## config.mk

```make
export PLATFORM = sky130hd
export DESIGN_NAME = grid_percolation_check_flat
export DESIGN_NICKNAME = d
export VERILOG_FILES = /design/src/rtl/gpc_pkg.sv /design/src/rtl/gpc_row_if.sv /design/src/rtl/gpc_res_if.sv /design/src/rtl/gpc_lane.sv /design/src/rtl/gpc_merge.sv /design/src/rtl/grid_percolation_check.sv /design/src/flat_wrapper.sv
export SDC_FILE = /design/constraint.sdc
export NUM_CORES = 1
export LEC_CHECK = 0
export ABC_CLOCK_PERIOD_IN_PS = 6500
export BUFFER_PORTS_ARGS = -buffer_cell sky130_fd_sc_hd__buf_2
export CORE_MARGIN = 1.5
export CORE_UTILIZATION = 55
export CTS_CLUSTER_DIAMETER = 50
export DETAILED_ROUTE_END_ITERATION = 10
export HOLD_SLACK_MARGIN = 0.02
export PLACE_DENSITY = 0.75
export SLEW_MARGIN = 30
export SYNTH_ARGS = -nofsm -noshare
export SYNTH_HDL_FRONTEND = slang
export SYNTH_SLANG_ARGS = --single-unit
```

## constraint.sdc

```tcl
create_clock -name i_clk -period 6.5 [get_ports i_clk]
set_clock_uncertainty 0.15 [all_clocks]
set_input_delay 0.975 -clock i_clk [delete_from_list [all_inputs] [get_ports i_clk]]
set_output_delay 0.975 -clock i_clk [all_outputs]
set_load 0.05 [all_outputs]
```

## src/rtl/gpc_pkg.sv

```systemverilog
package gpc_pkg;

    // Grid width used when the top level is instantiated without an override.
    localparam int GRID_WIDTH_DEF = 64;

    // Columns handled by one lane.
    localparam int LANE_W = 8;

    localparam int NUM_LANES_DEF = (GRID_WIDTH_DEF + LANE_W - 1) / LANE_W;

    // Column count register.
    localparam int              CFG_W              = 7;
    localparam logic [CFG_W-1:0] ACTIVE_COLUMNS_RST = CFG_W'(64);

    // What a lane reports to the merging stage about its edge columns.
    typedef struct packed {
        logic all_open;    // every column of the lane is open
        logic lo_reached;  // lowest column reached from seeds inside the lane
        logic hi_reached;  // highest column reached from seeds inside the lane
    } t_lane_flags;

endpackage

```

## src/rtl/gpc_row_if.sv

```systemverilog
interface gpc_row_if #(
    parameter int GRID_WIDTH = gpc_pkg::GRID_WIDTH_DEF
);
    logic                  valid;
    logic                  ready;
    logic [GRID_WIDTH-1:0] row_open;
    logic                  last_row;

    modport source (output valid, output row_open, output last_row, input ready);
    modport sink   (input valid, input row_open, input last_row, output ready);
endinterface

```

## src/rtl/gpc_res_if.sv

```systemverilog
interface gpc_res_if;
    logic valid;
    logic ready;
    logic percolates;

    modport source (output valid, output percolates, input ready);
    modport sink   (input valid, input percolates, output ready);
endinterface

```

## src/rtl/gpc_lane.sv

```systemverilog
module gpc_lane (
    input  logic [gpc_pkg::LANE_W-1:0] i_open,
    input  logic [gpc_pkg::LANE_W-1:0] i_seed,
    output logic [gpc_pkg::LANE_W-1:0] o_fill,
    output logic [gpc_pkg::LANE_W-1:0] o_prefix,
    output logic [gpc_pkg::LANE_W-1:0] o_suffix,
    output gpc_pkg::t_lane_flags       o_flags
);
    import gpc_pkg::*;

    function automatic logic [LANE_W-1:0] rev(input logic [LANE_W-1:0] v);
        logic [LANE_W-1:0] r;
        for (int i = 0; i < LANE_W; i++) begin
            r[i] = v[LANE_W-1-i];
        end
        return r;
    endfunction

    logic [LANE_W-1:0] seed_open;
    logic [LANE_W-1:0] open_rev;
    logic [LANE_W-1:0] seed_rev;
    logic [LANE_W-1:0] fill_up;
    logic [LANE_W-1:0] fill_dn_rev;
    logic [LANE_W-1:0] suffix_rev;

    // Adding the seeds to the open mask sends a carry from the lowest seed of
    // each run to the top of that run; the bits it clears are the upward fill.
    // The same on the reversed vectors gives the downward fill.
    always_comb begin
        seed_open   = i_seed & i_open;
        open_rev    = rev(i_open);
        seed_rev    = rev(seed_open);
        fill_up     = (~(i_open + seed_open) & i_open) | seed_open;
        fill_dn_rev = (~(open_rev + seed_rev) & open_rev) | seed_rev;
        suffix_rev  = open_rev & ~(open_rev + LANE_W'(1));

        o_fill   = fill_up | rev(fill_dn_rev);
        o_prefix = i_open & ~(i_open + LANE_W'(1));
        o_suffix = rev(suffix_rev);

        o_flags.all_open   = &i_open;
        o_flags.lo_reached = o_fill[0];
        o_flags.hi_reached = o_fill[LANE_W-1];
    end

endmodule

```

## src/rtl/gpc_merge.sv

```systemverilog
module gpc_merge #(
    parameter int NUM_LANES = gpc_pkg::NUM_LANES_DEF
) (
    input  logic [gpc_pkg::LANE_W-1:0]           i_fill   [NUM_LANES],
    input  logic [gpc_pkg::LANE_W-1:0]           i_prefix [NUM_LANES],
    input  logic [gpc_pkg::LANE_W-1:0]           i_suffix [NUM_LANES],
    input  gpc_pkg::t_lane_flags                 i_flags  [NUM_LANES],
    output logic [NUM_LANES*gpc_pkg::LANE_W-1:0] o_reached
);
    import gpc_pkg::*;

    logic [NUM_LANES-1:0] carry_up;  // reach entering lane k from lane k-1
    logic [NUM_LANES-1:0] carry_dn;  // reach entering lane k from lane k+1

    // A reach crosses a lane only when the whole lane is open, so the chain
    // is one AND-OR per lane in each direction.
    always_comb begin
        carry_up[0]           = 1'b0;
        carry_dn[NUM_LANES-1] = 1'b0;
        for (int k = 0; k < NUM_LANES - 1; k++) begin
            carry_up[k+1] = i_flags[k].hi_reached | (i_flags[k].all_open & carry_up[k]);
        end
        for (int k = NUM_LANES - 1; k > 0; k--) begin
            carry_dn[k-1] = i_flags[k].lo_reached | (i_flags[k].all_open & carry_dn[k]);
        end
        for (int k = 0; k < NUM_LANES; k++) begin
            o_reached[k*LANE_W +: LANE_W] = i_fill[k]
                                          | (i_prefix[k] & {LANE_W{carry_up[k]}})
                                          | (i_suffix[k] & {LANE_W{carry_dn[k]}});
        end
    end

endmodule

```

## src/rtl/grid_percolation_check.sv

```systemverilog
// Top-to-bottom percolation check over a binary grid streamed one row per
// request, column i of a row open when bit i of row_open is set. A path may
// step down, left or right; row edges are walls. The block takes one row
// every clock cycle, and the whole sideways spread of a row (eight-column
// lanes joined by a carry chain across the lanes) settles in that cycle
// because the next row needs the reached mask this row leaves behind. The
// answer for a grid is offered in the cycle after its bottom row is taken;
// row requests are held off only while that answer waits to be taken.
// Columns at or above active_columns count as closed; the user writes the
// register only with no grid in flight and no answer pending (unchecked).
module grid_percolation_check #(
    parameter int GRID_WIDTH = gpc_pkg::GRID_WIDTH_DEF
) (
    input  logic                      i_clk,
    input  logic                      i_rst_n,
    input  logic                      i_cfg_we,
    input  logic [gpc_pkg::CFG_W-1:0] i_cfg_wdata,
    gpc_row_if.sink                   i_row,
    gpc_res_if.source                 o_res
);
    import gpc_pkg::*;

    localparam int NUM_LANES = (GRID_WIDTH + LANE_W - 1) / LANE_W;
    localparam int PAD_W     = NUM_LANES * LANE_W;

    logic [CFG_W-1:0]      r_active_columns;
    logic [GRID_WIDTH-1:0] r_reached_above;
    logic [GRID_WIDTH-1:0] n_reached_above;
    logic                  r_out_valid;
    logic                  n_out_valid;
    logic                  r_percolates;
    logic                  n_percolates;

    logic [GRID_WIDTH-1:0] col_mask;
    logic [GRID_WIDTH-1:0] open_masked;
    logic [PAD_W-1:0]      open_pad;
    logic [PAD_W-1:0]      seed_pad;
    logic [PAD_W-1:0]      reached_pad;
    logic [GRID_WIDTH-1:0] reached;
    logic                  row_accept;

    logic [LANE_W-1:0] lane_fill   [NUM_LANES];
    logic [LANE_W-1:0] lane_prefix [NUM_LANES];
    logic [LANE_W-1:0] lane_suffix [NUM_LANES];
    t_lane_flags       lane_flags  [NUM_LANES];

    // A count above the grid width simply opens every column.
    always_comb begin
        for (int i = 0; i < GRID_WIDTH; i++) begin
            col_mask[i] = (r_active_columns > CFG_W'(i));
        end
    end

    assign open_masked = GRID_WIDTH'(i_row.row_open) & col_mask;
    assign open_pad    = PAD_W'(open_masked);
    assign seed_pad    = PAD_W'(r_reached_above);

    for (genvar g = 0; g < NUM_LANES; g++) begin : g_lane
        gpc_lane u_lane (
            .i_open   (open_pad[g*LANE_W +: LANE_W]),
            .i_seed   (seed_pad[g*LANE_W +: LANE_W]),
            .o_fill   (lane_fill[g]),
            .o_prefix (lane_prefix[g]),
            .o_suffix (lane_suffix[g]),
            .o_flags  (lane_flags[g])
        );
    end

    gpc_merge #(
        .NUM_LANES (NUM_LANES)
    ) u_merge (
        .i_fill    (lane_fill),
        .i_prefix  (lane_prefix),
        .i_suffix  (lane_suffix),
        .i_flags   (lane_flags),
        .o_reached (reached_pad)
    );

    assign reached = reached_pad[GRID_WIDTH-1:0];

    assign i_row.ready      = !r_out_valid || o_res.ready;
    assign row_accept       = i_row.valid && i_row.ready;
    assign o_res.valid      = r_out_valid;
    assign o_res.percolates = r_percolates;

    always_comb begin
        n_reached_above = r_reached_above;
        n_out_valid     = r_out_valid && !o_res.ready;
        n_percolates    = r_percolates;
        if (row_accept) begin
            if (i_row.last_row) begin
                // The bottom row closes the grid; the next row is a top row.
                n_reached_above = '1;
                n_out_valid     = 1'b1;
                n_percolates    = |reached;
            end else begin
                n_reached_above = reached;
            end
        end
    end

    always_ff @(posedge i_clk) begin
        if (!i_rst_n) begin
            r_active_columns <= ACTIVE_COLUMNS_RST;
            r_reached_above  <= '1;
            r_out_valid      <= 1'b0;
        end else begin
            if (i_cfg_we) begin
                r_active_columns <= i_cfg_wdata;
            end
            r_reached_above <= n_reached_above;
            r_out_valid     <= n_out_valid;
        end
    end

    always_ff @(posedge i_clk) begin
        r_percolates <= n_percolates;
    end

    a_last_row_restarts: assert property (@(posedge i_clk) disable iff (!i_rst_n)
        row_accept && i_row.last_row |=> o_res.valid && (&r_reached_above))
        else $error("bottom row did not raise a result and restart the mask");

    a_reach_within_open: assert property (@(posedge i_clk) disable iff (!i_rst_n)
        row_accept && !i_row.last_row |=>
            ((r_reached_above & ~$past(open_masked)) == '0))
        else $error("reached mask holds a closed cell");

    a_no_columns_blocked: assert property (@(posedge i_clk) disable iff (!i_rst_n)
        row_accept && i_row.last_row && (r_active_columns == '0) |=> !o_res.percolates)
        else $error("grid with no active columns reported as percolating");

endmodule

```

## src/flat_wrapper.sv

```systemverilog
// flat-port wrapper written by rule: the top's interface ports become plain ports
module grid_percolation_check_flat import gpc_pkg::*;
#(
    parameter int GRID_WIDTH = gpc_pkg::GRID_WIDTH_DEF
)
  (i_clk, i_rst_n, i_cfg_we, i_cfg_wdata, i_row_valid, i_row_row_open, i_row_last_row, i_row_ready, o_res_valid, o_res_percolates, o_res_ready);
  gpc_row_if #(.GRID_WIDTH(GRID_WIDTH)) i_row_i ();
  gpc_res_if o_res_i ();
  input  logic i_clk;
  input  logic i_rst_n;
  input  logic i_cfg_we;
  input  logic [gpc_pkg::CFG_W-1:0] i_cfg_wdata;
  input wire logic [$bits(i_row_i.valid)-1:0] i_row_valid;
  input wire logic [$bits(i_row_i.row_open)-1:0] i_row_row_open;
  input wire logic [$bits(i_row_i.last_row)-1:0] i_row_last_row;
  output wire logic [$bits(i_row_i.ready)-1:0] i_row_ready;
  output wire logic [$bits(o_res_i.valid)-1:0] o_res_valid;
  output wire logic [$bits(o_res_i.percolates)-1:0] o_res_percolates;
  input wire logic [$bits(o_res_i.ready)-1:0] o_res_ready;
  assign i_row_i.valid = i_row_valid;
  assign i_row_i.row_open = i_row_row_open;
  assign i_row_i.last_row = i_row_last_row;
  assign i_row_ready = i_row_i.ready;
  assign o_res_valid = o_res_i.valid;
  assign o_res_percolates = o_res_i.percolates;
  assign o_res_i.ready = o_res_ready;
  grid_percolation_check #(.GRID_WIDTH(GRID_WIDTH)) u_core (.i_clk(i_clk), .i_rst_n(i_rst_n), .i_cfg_we(i_cfg_we), .i_cfg_wdata(i_cfg_wdata), .i_row(i_row_i), .o_res(o_res_i));
endmodule
```

### Yosys cells after proc, flatten, opt, wreduce, memory -nomap -nowiden

Cells that the tools add are included.

* logic and storage cells: 259
* output and inout port bits: 3
* register bits: 73
* input port bits: 77

* reductions and logical operators: 13
* $lt $le $gt $ge: 64
* bitwise logic cells: 145
* add/subtract/negate cells: 30
* mux-type cells: 3

Operators by type and width (number)
* bitwise AND 8 bit: 52
* OR 8 bit: 38
* NOT 8 bit: 30
* > comparator 7 x 6 -> 1 bit (second input constant): 32
* adder 8 bit: 16
* adder 8 x 1 -> 8 bit (second input constant): 14
* > comparator 7 x 5 -> 1 bit (second input constant): 16
* bitwise AND 64 bit: 1
* 2-to-1 mux 64 bit: 1
* OR reduction 64 bit: 1
* > comparator 7 x 4 -> 1 bit (second input constant): 8
* AND reduction 8 bit: 6
* > comparator 7 x 3 -> 1 bit (second input constant): 4
* > comparator 7 x 1 -> 1 bit (second input constant): 2
* > comparator 7 x 2 -> 1 bit (second input constant): 2
* bitwise AND 1 bit: 12
* OR 1 bit: 12
* logical AND 1 bit: 2
* logical NOT 1 bit: 2
* 2-to-1 mux 1 bit: 2
* AND reduction 2 bit: 1
* logical OR 1 bit: 1

### Depth between registers and ports, before layout

Gate-level depths: netlist of run 1.

* word-level depth: 23
* gate-level depth with buffers: 19
* gate-level depth less buffers: 16

### By module

A second synthesis of run 1 with hierarchy kept.

* cells, all modules: 1291
* area total of the unflattened synthesis: 8882.3 um^2

Modules (own cells, without submodules)
* grid_percolation_check: cells each 513, area each 4142.7 um^2, seq. area each 1471.4 um^2, times used 1
* gpc_lane: cells each 73, area each 439.2 um^2, seq. area each 0.0 um^2, times used 8
* gpc_merge: cells each 194, area each 1226.2 um^2, seq. area each 0.0 um^2, times used 1

### Worst setup path after synthesis of run 1

No wires, ideal clock.

* kind: in2reg
* from: input port i_row_row_open[25]
* to: register u_core.r_percolates (netlist: u_core.o_res.percolates), data pin
* path buffers: 0
* arrival: 3.498 ns
* stages on the path: 13
* path slack: 2.583 ns
* required time: 6.081 ns
* setup time: 0.269 ns
* cells stage by stage: o21ai_0 o211ai_1 a311oi_2 o32ai_1 a2111o_1 or3_4 nor3_4 o32ai_1 nor4b_2 nand4_1 nor4_1 and4_1 nand4_1

* longest elaborated chain between the ends: 17
* elaborated cells between the ends (all ways): 54
* those cells by class: add/sub (4); bitwise (48); reduce/logical (2)

RTL lines
* start: declaration: RTL line flat_wrapper.sv:14 `input wire logic [$bits(i_row_i.row_open)-1:0] i_row_row_open;`
* bitwise AND 64 bit *: RTL line grid_percolation_check.sv:54 `assign open_masked = GRID_WIDTH'(i_row.row_open) & col_mask;`
* bitwise AND 8 bit: RTL line gpc_lane.sv:30 `seed_open = i_seed & i_open;`
* adder 8 bit: RTL line gpc_lane.sv:33 `fill_up = (~(i_open + seed_open) & i_open) | seed_open;`
* NOT 8 bit: RTL line gpc_lane.sv:33
* bitwise AND 8 bit: RTL line gpc_lane.sv:33
* OR 8 bit: RTL line gpc_lane.sv:33
* OR 8 bit: RTL line gpc_lane.sv:37 `o_fill = fill_up | rev(fill_dn_rev);`
* OR 1 bit: RTL line gpc_merge.sv:21 `carry_up[k+1] = i_flags[k].hi_reached | (i_flags[k].all_open & carry_up[k]);`
* bitwise AND 1 bit: RTL line gpc_merge.sv:21
* OR 1 bit: RTL line gpc_merge.sv:21
* bitwise AND 1 bit: RTL line gpc_merge.sv:21
* OR 1 bit: RTL line gpc_merge.sv:21
* bitwise AND 1 bit: RTL line gpc_merge.sv:21
* OR 1 bit: RTL line gpc_merge.sv:21
* bitwise AND 8 bit: RTL line gpc_merge.sv:28 `| (i_prefix[k] & {LANE_W{carry_up[k]}})`
* OR 8 bit: RTL line gpc_merge.sv:28
* OR reduction 64 bit *: RTL line grid_percolation_check.sv:95 `n_percolates = |reached;`
* end signal: assignment: RTL line grid_percolation_check.sv:117 `r_percolates <= n_percolates;`
* end: declaration: RTL line grid_percolation_check.sv:31 `logic r_percolates;`

Mark *: on every way between the ends. The rest lies on a longest branch, timed or not.
A chain may end at the register's enable or synchronous reset.

### Worst setup path in the final report of run 1

* from: register u_core.r_active_columns[5]
* to: register u_core.r_percolates (netlist: u_core.o_res.percolates), data pin

* longest elaborated chain between the ends: 23
* elaborated cells between the ends (all ways): 246
* those cells by class: add/sub (30); order compare (64); bitwise (145); reduce/logical (7)

RTL lines
* start: declaration: RTL line grid_percolation_check.sv:26 `logic [CFG_W-1:0] r_active_columns;`
* start signal: assignment: RTL line grid_percolation_check.sv:109 `r_active_columns <= i_cfg_wdata;`
* > comparator 7 x 6 -> 1 bit, or another cell as far along: RTL line grid_percolation_check.sv:50 `col_mask[i] = (r_active_columns > CFG_W'(i));`
* bitwise AND 64 bit *: RTL line grid_percolation_check.sv:54
* bitwise AND 8 bit: RTL line gpc_lane.sv:30
* adder 8 bit (on tied branches): RTL line gpc_lane.sv:33, gpc_lane.sv:34
* NOT 8 bit (on tied branches): RTL line gpc_lane.sv:33, gpc_lane.sv:34
* bitwise AND 8 bit (on tied branches): RTL line gpc_lane.sv:33, gpc_lane.sv:34
* OR 8 bit (on tied branches): RTL line gpc_lane.sv:33, gpc_lane.sv:34
* OR 8 bit: RTL line gpc_lane.sv:37
* [7 not listed]
* OR 1 bit (on tied branches): RTL line gpc_merge.sv:24, gpc_merge.sv:21
* bitwise AND 1 bit (on tied branches): RTL line gpc_merge.sv:24, gpc_merge.sv:21
* OR 1 bit (on tied branches): RTL line gpc_merge.sv:24, gpc_merge.sv:21
* bitwise AND 1 bit (on tied branches): RTL line gpc_merge.sv:24, gpc_merge.sv:21
* OR 1 bit (on tied branches): RTL line gpc_merge.sv:24, gpc_merge.sv:21
* bitwise AND 8 bit (on tied branches): RTL line gpc_merge.sv:29, gpc_merge.sv:28
* OR 8 bit (on tied branches): RTL line gpc_merge.sv:29, gpc_merge.sv:28
* OR reduction 64 bit *: RTL line grid_percolation_check.sv:95

Marks and branches as above.

==> results of run 1 <==
tightest hold or removal path, delay by kind of cell, from the launching register on:
family | cells | cell delay, ps
AND/OR/NAND/NOR | 2 | 120
flip-flops | 1 | 330
worst max-delay path by stage:
stage / start / endpoint / slack [ps]
2_1_floorplan: i_row_row_open[25] / u_core.o_res.percolates / 2580
3_3_place_gp: u_core.r_active_columns[5] / u_core.o_res.percolates / 1270
3_5_place_dp: u_core.r_active_columns[5] / u_core.o_res.percolates / 1280
4_1_cts: u_core.r_active_columns[5] / u_core.o_res.percolates / 1270
5_1_grt: u_core.r_active_columns[5] / u_core.o_res.percolates / 820
6_report: u_core.r_active_columns[5] / u_core.o_res.percolates / 1110
routing by layer:
layer	global-route usage [%]	up-vias	wire [um]
li1	-	4558	-
met1	55.7	4653	13200
met2	64.4	649	14400
met3	9.62	128	3600
met4	19.3	0	1590
met5	0	-	0
registers in the layout, summed over array words and instances (netlist names):
name	cells
u_core.r_reached_above	64
u_core.r_active_columns	7
u_core.o_res.percolates	1
u_core.o_res.valid	1
logic make-up after synthesis:
logic type	Yosys count	synth area share, %
DFF	73	18.1
adders and majority gates	16	2.46
and+or+nand+nor	509	32.2
AOI/OAI and AO/OA	455	39.9
buffers and inverters	101	6.45
muxes	7	0.860
placed cells by master (no fill, tap or decap), drive strengths merged, types with 10 or more instances in the layout:
cell      n
nand3    53
nand2   149
o21ai    91
o211a    10
and2     14
a31oi    16
a21boi   14
inv      38
and3     19
o211ai   58
nor2b    20
nor3     20
a21oi    77
nand2b   14
a211oi   23
or2      16
nor2    116
a21o     10
dfxtp    72
o31ai    12
ha       16
buf      93
clkbuf   14
o221ai   10
or3      14
nand4    20
nor4     15
o21a     23
metrics by stage:
| stage | setup slack (ps) | hold WS (ps) |
|---|---|---|
| after floorplan | 2580 | 290 |
| after global routing | 819 | 358 |
| after detailed placement | 1280 | 323 |
| after CTS | 1270 | 336 |
| final | 1110 | 334 |
| after global placement | 1270 | 304 |
final cells by class:
cell class	instances	area (um^2)
fill	1392	5680
clock inverter	2	10.0
clock buffer	14	275
tap	184	230
inverter	38	143
sequential	73	1470
timing repair buffer	93	500
multi-input combinational	987	6170
report_power, final:
part | internal [mW] | switching (mW)
Clock | 0.292 | 0.223
Sequential | 0.483 | 0.0629
Combinational | 0.186 | 0.365
==> impl_metrics.tcl, run 1 <==
set metrics [dict create \
    arrival_ps 5330 \
    p_total_mw 1.61 \
    grt_pass1_wl_um 51800 \
    via_per_inst 7.18 \
    hp-class "reg -> reg" \
    p_leak_nw 3.48 \
    design.portCount 80 \
    worstPathRequired_ps 6440 \
    io_buffers 79 \
    drt_wl_total_um 32900 \
    hp-start "u_core.r_reached_above[63]" \
    cts_inserted_buffers 9 \
    syn_area_um2 8150 \
    gp_congestion 1.08 \
    grt_overflow 0 \
    reg2reg_slack_ps 1110 \
    diodes 0 \
    synthFlopType "dfxtp_1" \
    avgRoutedWirePerCell_um 23.6 \
    avgSynthCellArea_um2 7.02 \
    cts_tree "done" \
    worstSetupEndpointType "flip-flop" \
    worst_setup_path_start_kind "flip-flop" \
    crit_type "reg -> reg" \
    slew_violations 0 \
    insertion_delay_ps 370 \
    ant_nets 0 \
    htreeDepth 3 \
    slowest_delay_ps 960 \
    r2r-start "u_core.r_active_columns[5]" \
    post_dp_cell_area_um2 8510 \
    design.die.area_um2 15500 \
    grt_pass1_vias 9156 \
    period_share_pct 82.9 \
    layout.nets 1295 \
    critPathMaxFanout 23 \
    grt_usage_pct 41.9 \
    cts.sinks 73 \
    cts_resized 0 \
    path_cells "buf_4 -> or3b_1 -> or3_1 -> nand3_1 -> nor2_1 -> ha_1 -> nor2_1 -> nand2_1 -> a221oi_1 -> a21oi_1 -> nor3_1 -> nor4b_2 -> nand4_1 -> nor4_1 -> and4_1 -> nand4_1" \
    clkTransAtPathRegs_ps 60 \
    outcome "complete, no violations" \
    hold-path-endpoint "u_core.r_reached_above[63]" \
    ys_seq_area_share_pct 18.1 \
    netlist_top_cells_area "dfxtp_1 18%, nand2_1 6.8%, nor2_1 5.3%" \
    reg2reg_to "u_core.o_res.percolates" \
    min_period_ps 5390 \
    yosys_warnings 0 \
    die_w_um 125 \
    synth_nets 1254 \
    fmax_mhz 186 \
    synth-edff-count 1 \
    fin_area_um2 8800 \
    fp.dieH_um 125 \
    setup-tns-final_ps 0 \
    dr_total_vias 9988 \
    netlist_instances 1161 \
    finalNonFillerCells 1391 \
    place_inst 1375 \
    antenna_found_initial 0 \
    async_reset_ff_share_pct 0 \
    synth_area_leader_cell "dfxtp_1" \
    cp_num_buf_inv 1 \
    ir_drop_mv 0.133 \
    relSlewSlack_pct 34.6 \
    drt_iter0_drc 1438 \
    powerDensity_nw_per_um2 183 \
    worstSetupPathDepth 16 \
    hpwl_um 25200 \
    max-cap-violations 0 \
    yosysMostFrequentCell "nand2_1" \
    grt_max_degree 87 \
    drc 0 \
    finalHoldViolCount 0 \
    synth_top_area_share_pct 17.7 \
    area_growth_syn_to_layout_pct 8.05 \
    rsz0062_at_grt "no" \
    whs_path_depth 2 \
    cts_root_buf "clkbuf_16" \
    finalSetupViolations 0 \
    post_cts_buffers 0 \
    start_util_pct 56.3 \
    path_delay_family "simple AND/OR/NAND/NOR gates" \
    slowest_stage "dfxtp_1" \
    num_rows 44 \
    drive_above_1_share_pct 13.3 \
    ys_seq_elements 73 \
    coreArea_um2 14500 \
    reg2regPathDepth 16 \
    first_pass_iters 5 \
    clock_path_buffers 2 \
    ys_types 104 \
    ys_top_cells_by_count "148 x nand2_1, 116 x nor2_1, 85 x o21ai_0, 76 x a21oi_1, 72 x dfxtp_1" \
    postCtsHoldBufs 0 \
    worst_pin_slew_ps 979 \
    finish.utilization_pct 60.8 \
]
Power figures use the tool's default switching activity.
==> run 2: changes to the inputs <==
Settings changed: ABC_AREA set to 1, ABC_CLOCK_PERIOD_IN_PS 6500 to 4700, PLACE_DENSITY 0.75 to 0.78.
Clock period 6.5 ns to 4.7 ns, I/O delays scaled along.
==> run 2 against run 1 <==
  * Hold slack worse by 5.8 ps
  * Critical path type unchanged
  * Routed wire length down 19%
  * Non-clock buffer count is 9 lower
  * Clock power up 27%
  * Synthesized cell count grew 27%
  * Critical endpoint unchanged
  * Sequential share of layout area is essentially flat
  * Combinational power increased by 31%
  * Final cell count is 25% higher
  * Sequential power up 30%
  * Global-route usage is 6.1 points lower
  * Largest cell class unchanged
  * Area after synthesis is 2.3% lower
  * Highest routed layer is now met5
==> impl_metrics.tcl, run 2 <==
set metrics [dict create \
    yosys_warnings 0 \
    critPathMaxFanout 11 \
    period_share_pct 92.1 \
    whs_path_depth 2 \
    avgRoutedWirePerCell_um 15.5 \
    finalHoldViolCount 0 \
    area_growth_syn_to_layout_pct 10.3 \
    htreeDepth 3 \
    grt_pass1_wl_um 42500 \
    worst_setup_path_start_kind "flip-flop" \
    reg_top3 "u_core.r_reached_above (64), u_core.r_active_columns (7)" \
    netlist_instances 1477 \
    ys_types 52 \
    largest_reg_flops 64 \
    slowest_stage "dfxtp_1" \
    powerDensity_nw_per_um2 238 \
    fmax_mhz 231 \
    rsz0062_at_grt "no" \
    cts_inserted_buffers 9 \
    whs_ps 329 \
    worstPathRequired_ps 4780 \
    yosysMostFrequentCell "nand2_1" \
    drc 0 \
    gp_congestion 1.08 \
    netlist_top_cells_area "nand2_1 20%, dfxtp_1 18%, inv_1 11%" \
    syn_area_um2 7960 \
    fin_area_um2 8780 \
    grt_pass1_vias 8901 \
    fp.dieH_um 123 \
    worstSetupPathDepth 26 \
    worst_pin_slew_ps 946 \
    finalNonFillerCells 1732 \
    worstSetupEndpointType "flip-flop" \
    grt_overflow 0 \
    outcome "complete, no violations" \
    slowest_delay_ps 610 \
    m1WireLength_um 11400 \
    setup_ws_ps 373 \
    start_util_pct 56.9 \
    place_inst 1715 \
    ir_drop_mv 0.176 \
    synthFlopType "dfxtp_1" \
    crit_type "reg -> reg" \
    coreArea_um2 14000 \
    relSlewSlack_pct 36.6 \
    ys_seq_area_share_pct 18.5 \
    antenna_found_initial 3 \
    cts.sinks 73 \
    via_per_inst 5.69 \
    grt_usage_pct 35.8 \
    post_dp_cell_area_um2 8500 \
    ant_nets 0 \
    design.portCount 80 \
    finalSetupViolations 0 \
    layout_common_cells "424 x nand2_1, 222 x inv_1, 210 x nor2_1" \
    avgSynthCellArea_um2 5.39 \
    crit_top_cell "nand2_1" \
    regMostFlops "u_core.r_reached_above" \
    min_period_ps 4330 \
    drt_wl_total_um 26800 \
    synth_nets 1570 \
    ys_top_cells_by_count "424 x nand2_1, 223 x inv_1, 211 x nor2_1, 96 x nand3_1, 87 x o21ai_0" \
    synth_area_leader_cell "nand2_1" \
    p_leak_nw 4.58 \
    ys_seq_elements 73 \
    slew_violations 0 \
    dr_total_vias 9851 \
    design.die.area_um2 15200 \
    wl_met2_um 12100 \
    hp-class "reg -> reg" \
    finish.utilization_pct 62.7 \
    cts_root_buf "clkbuf_16" \
    synth_top_area_share_pct 20.0 \
    die_w_um 123 \
    path_delay_family "simple AND/OR/NAND/NOR gates" \
    final_common_cell "nand2_1" \
    hpwl_um 21300 \
    synth-edff-count 1 \
    max-cap-violations 0 \
    dp_slack_ps 434 \
    first_pass_iters 6 \
    io_buffers 79 \
    cp_num_buf_inv 2 \
    num_rows 43 \
    p_total_mw 2.09 \
    insertion_delay_ps 350 \
    setup-tns-final_ps 0 \
    arrival_ps 4410 \
    route.met3.wl_um 2310 \
    grt_max_degree 80 \
    reg2regPathDepth 26 \
    dr.max_layer_used "met5" \
    cts_tree "done" \
    drt_iter0_drc 1012 \
    drive_above_1_share_pct 10.7 \
    async_reset_ff_share_pct 0 \
    clock_path_buffers 2 \
    clkTransAtPathRegs_ps 60 \
    layout.nets 1639 \
]
-- run 2: power breakdown --
part           switching, mW  internal [mW]
sequential            0.0432          0.669
combinational          0.504          0.217
clock                  0.286          0.369
-- run 2: worst paths after layout --
| kind | from | end | slack (ps) |
|---|---|---|---|
| setup / recovery | u_core.r_active_columns[2] | u_core.o_res.percolates | 370 |
| setup reg to reg | u_core.r_active_columns[2] | u_core.o_res.percolates | 370 |
| hold / removal | u_core.r_reached_above[16] | u_core.r_reached_above[16] | 330 |
| hold reg to reg | u_core.r_reached_above[16] | u_core.r_reached_above[16] | 330 |
-- run 2: final cells by class --
cell class              instances  area, um^2
multi-input cells            1139        5480
fillers                      1468        5210
flip-flops and latches         73        1470
inverters                     239         897
repair buffers                 84         433
clock buffers                  12         246
well taps                     180         225
clock inverters                 4        20.0
diodes                          1        2.50
-- run 2: worst reg2reg max path: stages (launching register included) --
cell and delay [ps]:
dfxtp_1 610, inv_1 280, nor2_2 380, nand2_1 100
nand2_1 140, nand3_1 170, nor2_2 210, nand2_1 90
clkinv_1 50, nand2_1 40, nand2_1 110, nand3_1 130
nand2_1 170, nand2_1 80, nand2_2 120, nand2_2 100
nand2_2 110, nand2_1 90, nand2_2 140, nand2_1 90
nand2_2 160, nand2_2 90, nand2_2 130, o21ai_0 190
nand4_1 170, nor2_1 60, nand2_1 50
-- run 2: metal layers --
metal / up-vias / GRT usage [%]
li1: 4966 / -
met1: 4382 / 45.5
met2: 437 / 59.1
met3: 64 / 6.64
met4: 2 / 15.5
met5: - / 0
-- run 2: kinds of logic after synthesis --
family	count (synthesis)	share of synthesized area, %
simple gates	832	44.2
compound gates	291	22.2
buf+inv	265	12.7
flops	73	18.5
fa+ha+maj	16	2.52
-- run 2: repair_timing --
| item | CTS | global route |
|---|---|---|
| endpoints found under the hold margin | 0 | 0 |
| hold buffers | 0 | 0 |
| resized for setup | 0 | 1 |
| setup buffers | 0 | 0 |
| setup endpoints to repair | 0 | 2 |
==> run 3: changes to the inputs <==
Settings changed: ABC_AREA 1 to not set.
==> run 3 against run 2 <==
  * Non-clock buffer count grew 108
  * Count of clock-buffer cells in the layout is the same
  * Worst setup slack lost 350 ps
  * Maximum frequency shrank 7.4%
  * Routed wire length grew 24%
  * Combinational power grew 22%
  * Utilization grew 4.3 points
  * Final cell count shrank 14%
  * Highest routed layer is now met4
==> impl_metrics.tcl, run 3 (synthesis results as in run 1) <==
set metrics [dict create \
    worstPathRequired_ps 4630 \
    die_w_um 125 \
    p_seq_share_pct 31.8 \
    grt_max_degree 43 \
    r2r-start "u_core.r_active_columns[2]" \
    dp_slack_ps -20.6 \
    min_period_ps 4670 \
    critPathLaunch "u_core.r_active_columns[2]" \
    hpwl_um 26100 \
    start_util_pct 56.3 \
    fin_area_um2 9710 \
    reg_top3 "u_core.r_reached_above (64), u_core.r_active_columns (7)" \
    slew_violations 0 \
    avgRoutedWirePerCell_um 22.2 \
    gp_congestion 1.05 \
    setup_ws_ps 27.6 \
    fmax_mhz 214 \
    drt_wl_total_um 33100 \
    worstSetupPathDepth 15 \
    largest_reg_flops 64 \
    design.portCount 80 \
    power_frac_clock_pct 30.3 \
    cts.sinks 73 \
    max-cap-violations 0 \
    coreArea_um2 14500 \
    ant_nets 0 \
    io_buffers 79 \
    crit_top_cell "a21oi_1" \
    drt_iter0_drc 1477 \
    switching_power_mw 0.915 \
    internal_power_mw 1.41 \
    finalHoldViolCount 0 \
    drc 0 \
    p_leak_nw 3.99 \
    clkTransAtPathRegs_ps 60 \
    grt_pass1_wl_um 51800 \
    finalSetupViolations 0 \
    slowest_stage "o41ai_1" \
    reg2reg_to "u_core.o_res.percolates" \
    path_delay_family "simple AND/OR/NAND/NOR gates" \
    grt_overflow 0 \
    outcome "complete, no violations" \
    worst_setup_path_start_kind "flip-flop" \
    switching_share_pct 39.3 \
    power_frac_comb_pct 37.8 \
    relSlewSlack_pct 48.1 \
    layout_common_cells "147 x nand2_1, 115 x nor2_1, 109 x buf_4" \
    arrival_ps 4600 \
    powerDensity_nw_per_um2 240 \
    diodes 0 \
    slowest_delay_ps 500 \
    htreeDepth 3 \
    critPathMaxFanout 29 \
    dr_total_vias 10479 \
    post_dp_cell_area_um2 9280 \
    worstSetupEndpointType "flip-flop" \
    finalNonFillerCells 1489 \
    p_total_mw 2.33 \
    crit_end "u_core.o_res.percolates" \
    cp_num_buf_inv 2 \
    crit_type "reg -> reg" \
    first_pass_iters 6 \
    drive_above_1_share_pct 21.3 \
    cts_tree "done" \
    antenna_found_initial 0 \
    cts_inserted_buffers 9 \
    grt_usage_pct 41.6 \
    design.die.area_um2 15500 \
    path_cells "buf_12 -> nor2_1 -> a21oi_1 -> and3_1 -> a2bb2oi_1 -> nand4_1 -> buf_4 -> nand2_1 -> a21oi_1 -> or2_1 -> a21oi_1 -> o41ai_1 -> nand2_1 -> nor4_1 -> nand4_1" \
    reg2reg_slack_ps 30 \
    clock_path_buffers 2 \
    layout.nets 1394 \
    ir_drop_mv 0.199 \
    whs_ps 339 \
    regMostFlops "u_core.r_reached_above" \
    area_growth_syn_to_layout_pct 19.2 \
    cts_root_buf "clkbuf_16" \
    hp-class "reg -> reg" \
    via_per_inst 7.04 \
    period_share_pct 99.4 \
    insertion_delay_ps 350 \
    worst_pin_slew_ps 772 \
    fp.dieH_um 125 \
    final_common_cell "nand2_1" \
    grt_pass1_vias 9349 \
    reg2regPathDepth 15 \
    num_rows 44 \
    place_inst 1472 \
]
-- run 3: cell types whose count changed in the layout (fill, tap and decap cells not counted), moves of 17 or more --
cell	before	now
nand2_1	424	147
inv_1	222	38
buf_4	5	109
nor2_1	210	115
nand3_1	96	52
o21a_1	2	23
nor2b_1	0	19
a211oi_1	2	20
nand2_2	20	2
and3_1	1	18
-- run 3: power groups by stage --
stage	Combinational, mW	Sequential [mW]	Clock [mW]
after CTS	0.833	0.737	0.706
after detailed placement	0.826	0.750	0
after global placement	0.821	0.749	0
after global routing	0.942	0.749	0.728
after floorplan	0.524	0.725	0
final	0.881	0.741	0.706
-- run 3: metrics by stage --
step,util (%),setup TNS [ps]
2_1_floorplan,-,0
3_3_place_gp,64.1,0
3_5_place_dp,64.1,-20.6
4_1_cts,66.1,0
5_1_grt,67.0,-9.44
6_report,67.0,0
-- run 3: metal layers --
layer | share of wire, % | wire, um | GRT usage [%] | vias up
met1 | 40 | 13300 | 56.8 | 4855
met5 | 0 | 0 | 0 | -
li1 | - | - | - | 4761
met4 | 4.8 | 1590 | 20.6 | 0
met2 | 42 | 14000 | 61.7 | 746
met3 | 13 | 4190 | 8.85 | 117
-- run 3: area by class of cell --
type / instances / area, um^2
inverter: 38 / 143
clock buffer: 12 / 236
multi-input combinational: 987 / 6280
tap: 184 / 230
sequential: 73 / 1480
clock inverter: 3 / 42.5
fill: 1336 / 4770
timing repair buffer: 192 / 1290
-- run 3: worst min path at each step --
| stage | start | endpoint | cells past startpoint |
|---|---|---|---|
| finish | u_core.r_reached_above[63] | u_core.r_reached_above[63] | 2 |
| global route | u_core.r_reached_above[63] | u_core.r_reached_above[63] | 2 |
| global placement | u_core.r_reached_above[63] | u_core.r_reached_above[63] | 2 |
| CTS | u_core.r_reached_above[63] | u_core.r_reached_above[63] | 2 |
| floorplan | u_core.r_reached_above[63] | u_core.r_reached_above[63] | 2 |
| detailed placement | u_core.r_reached_above[63] | u_core.r_reached_above[63] | 2 |
-- run 3: worst reg2reg max path: stages, from the launching register on --
cell and delay [ps]:
dfxtp_1 380, buf_12 200, nor2_1 420, a21oi_1 290
and3_1 290, a2bb2oi_1 150, nand4_1 250, buf_4 180
nand2_1 160, a21oi_1 400, or2_1 200, a21oi_1 70
o41ai_1 500, nand2_1 230, nor4_1 380, nand4_1 150
-- run 3: timing repair --
item	CTS	global route
hold buffers	0	0
buffers inserted	0	2
gates resized for setup	3	26
pin swaps	0	9
endpoints found under the setup margin	1	1
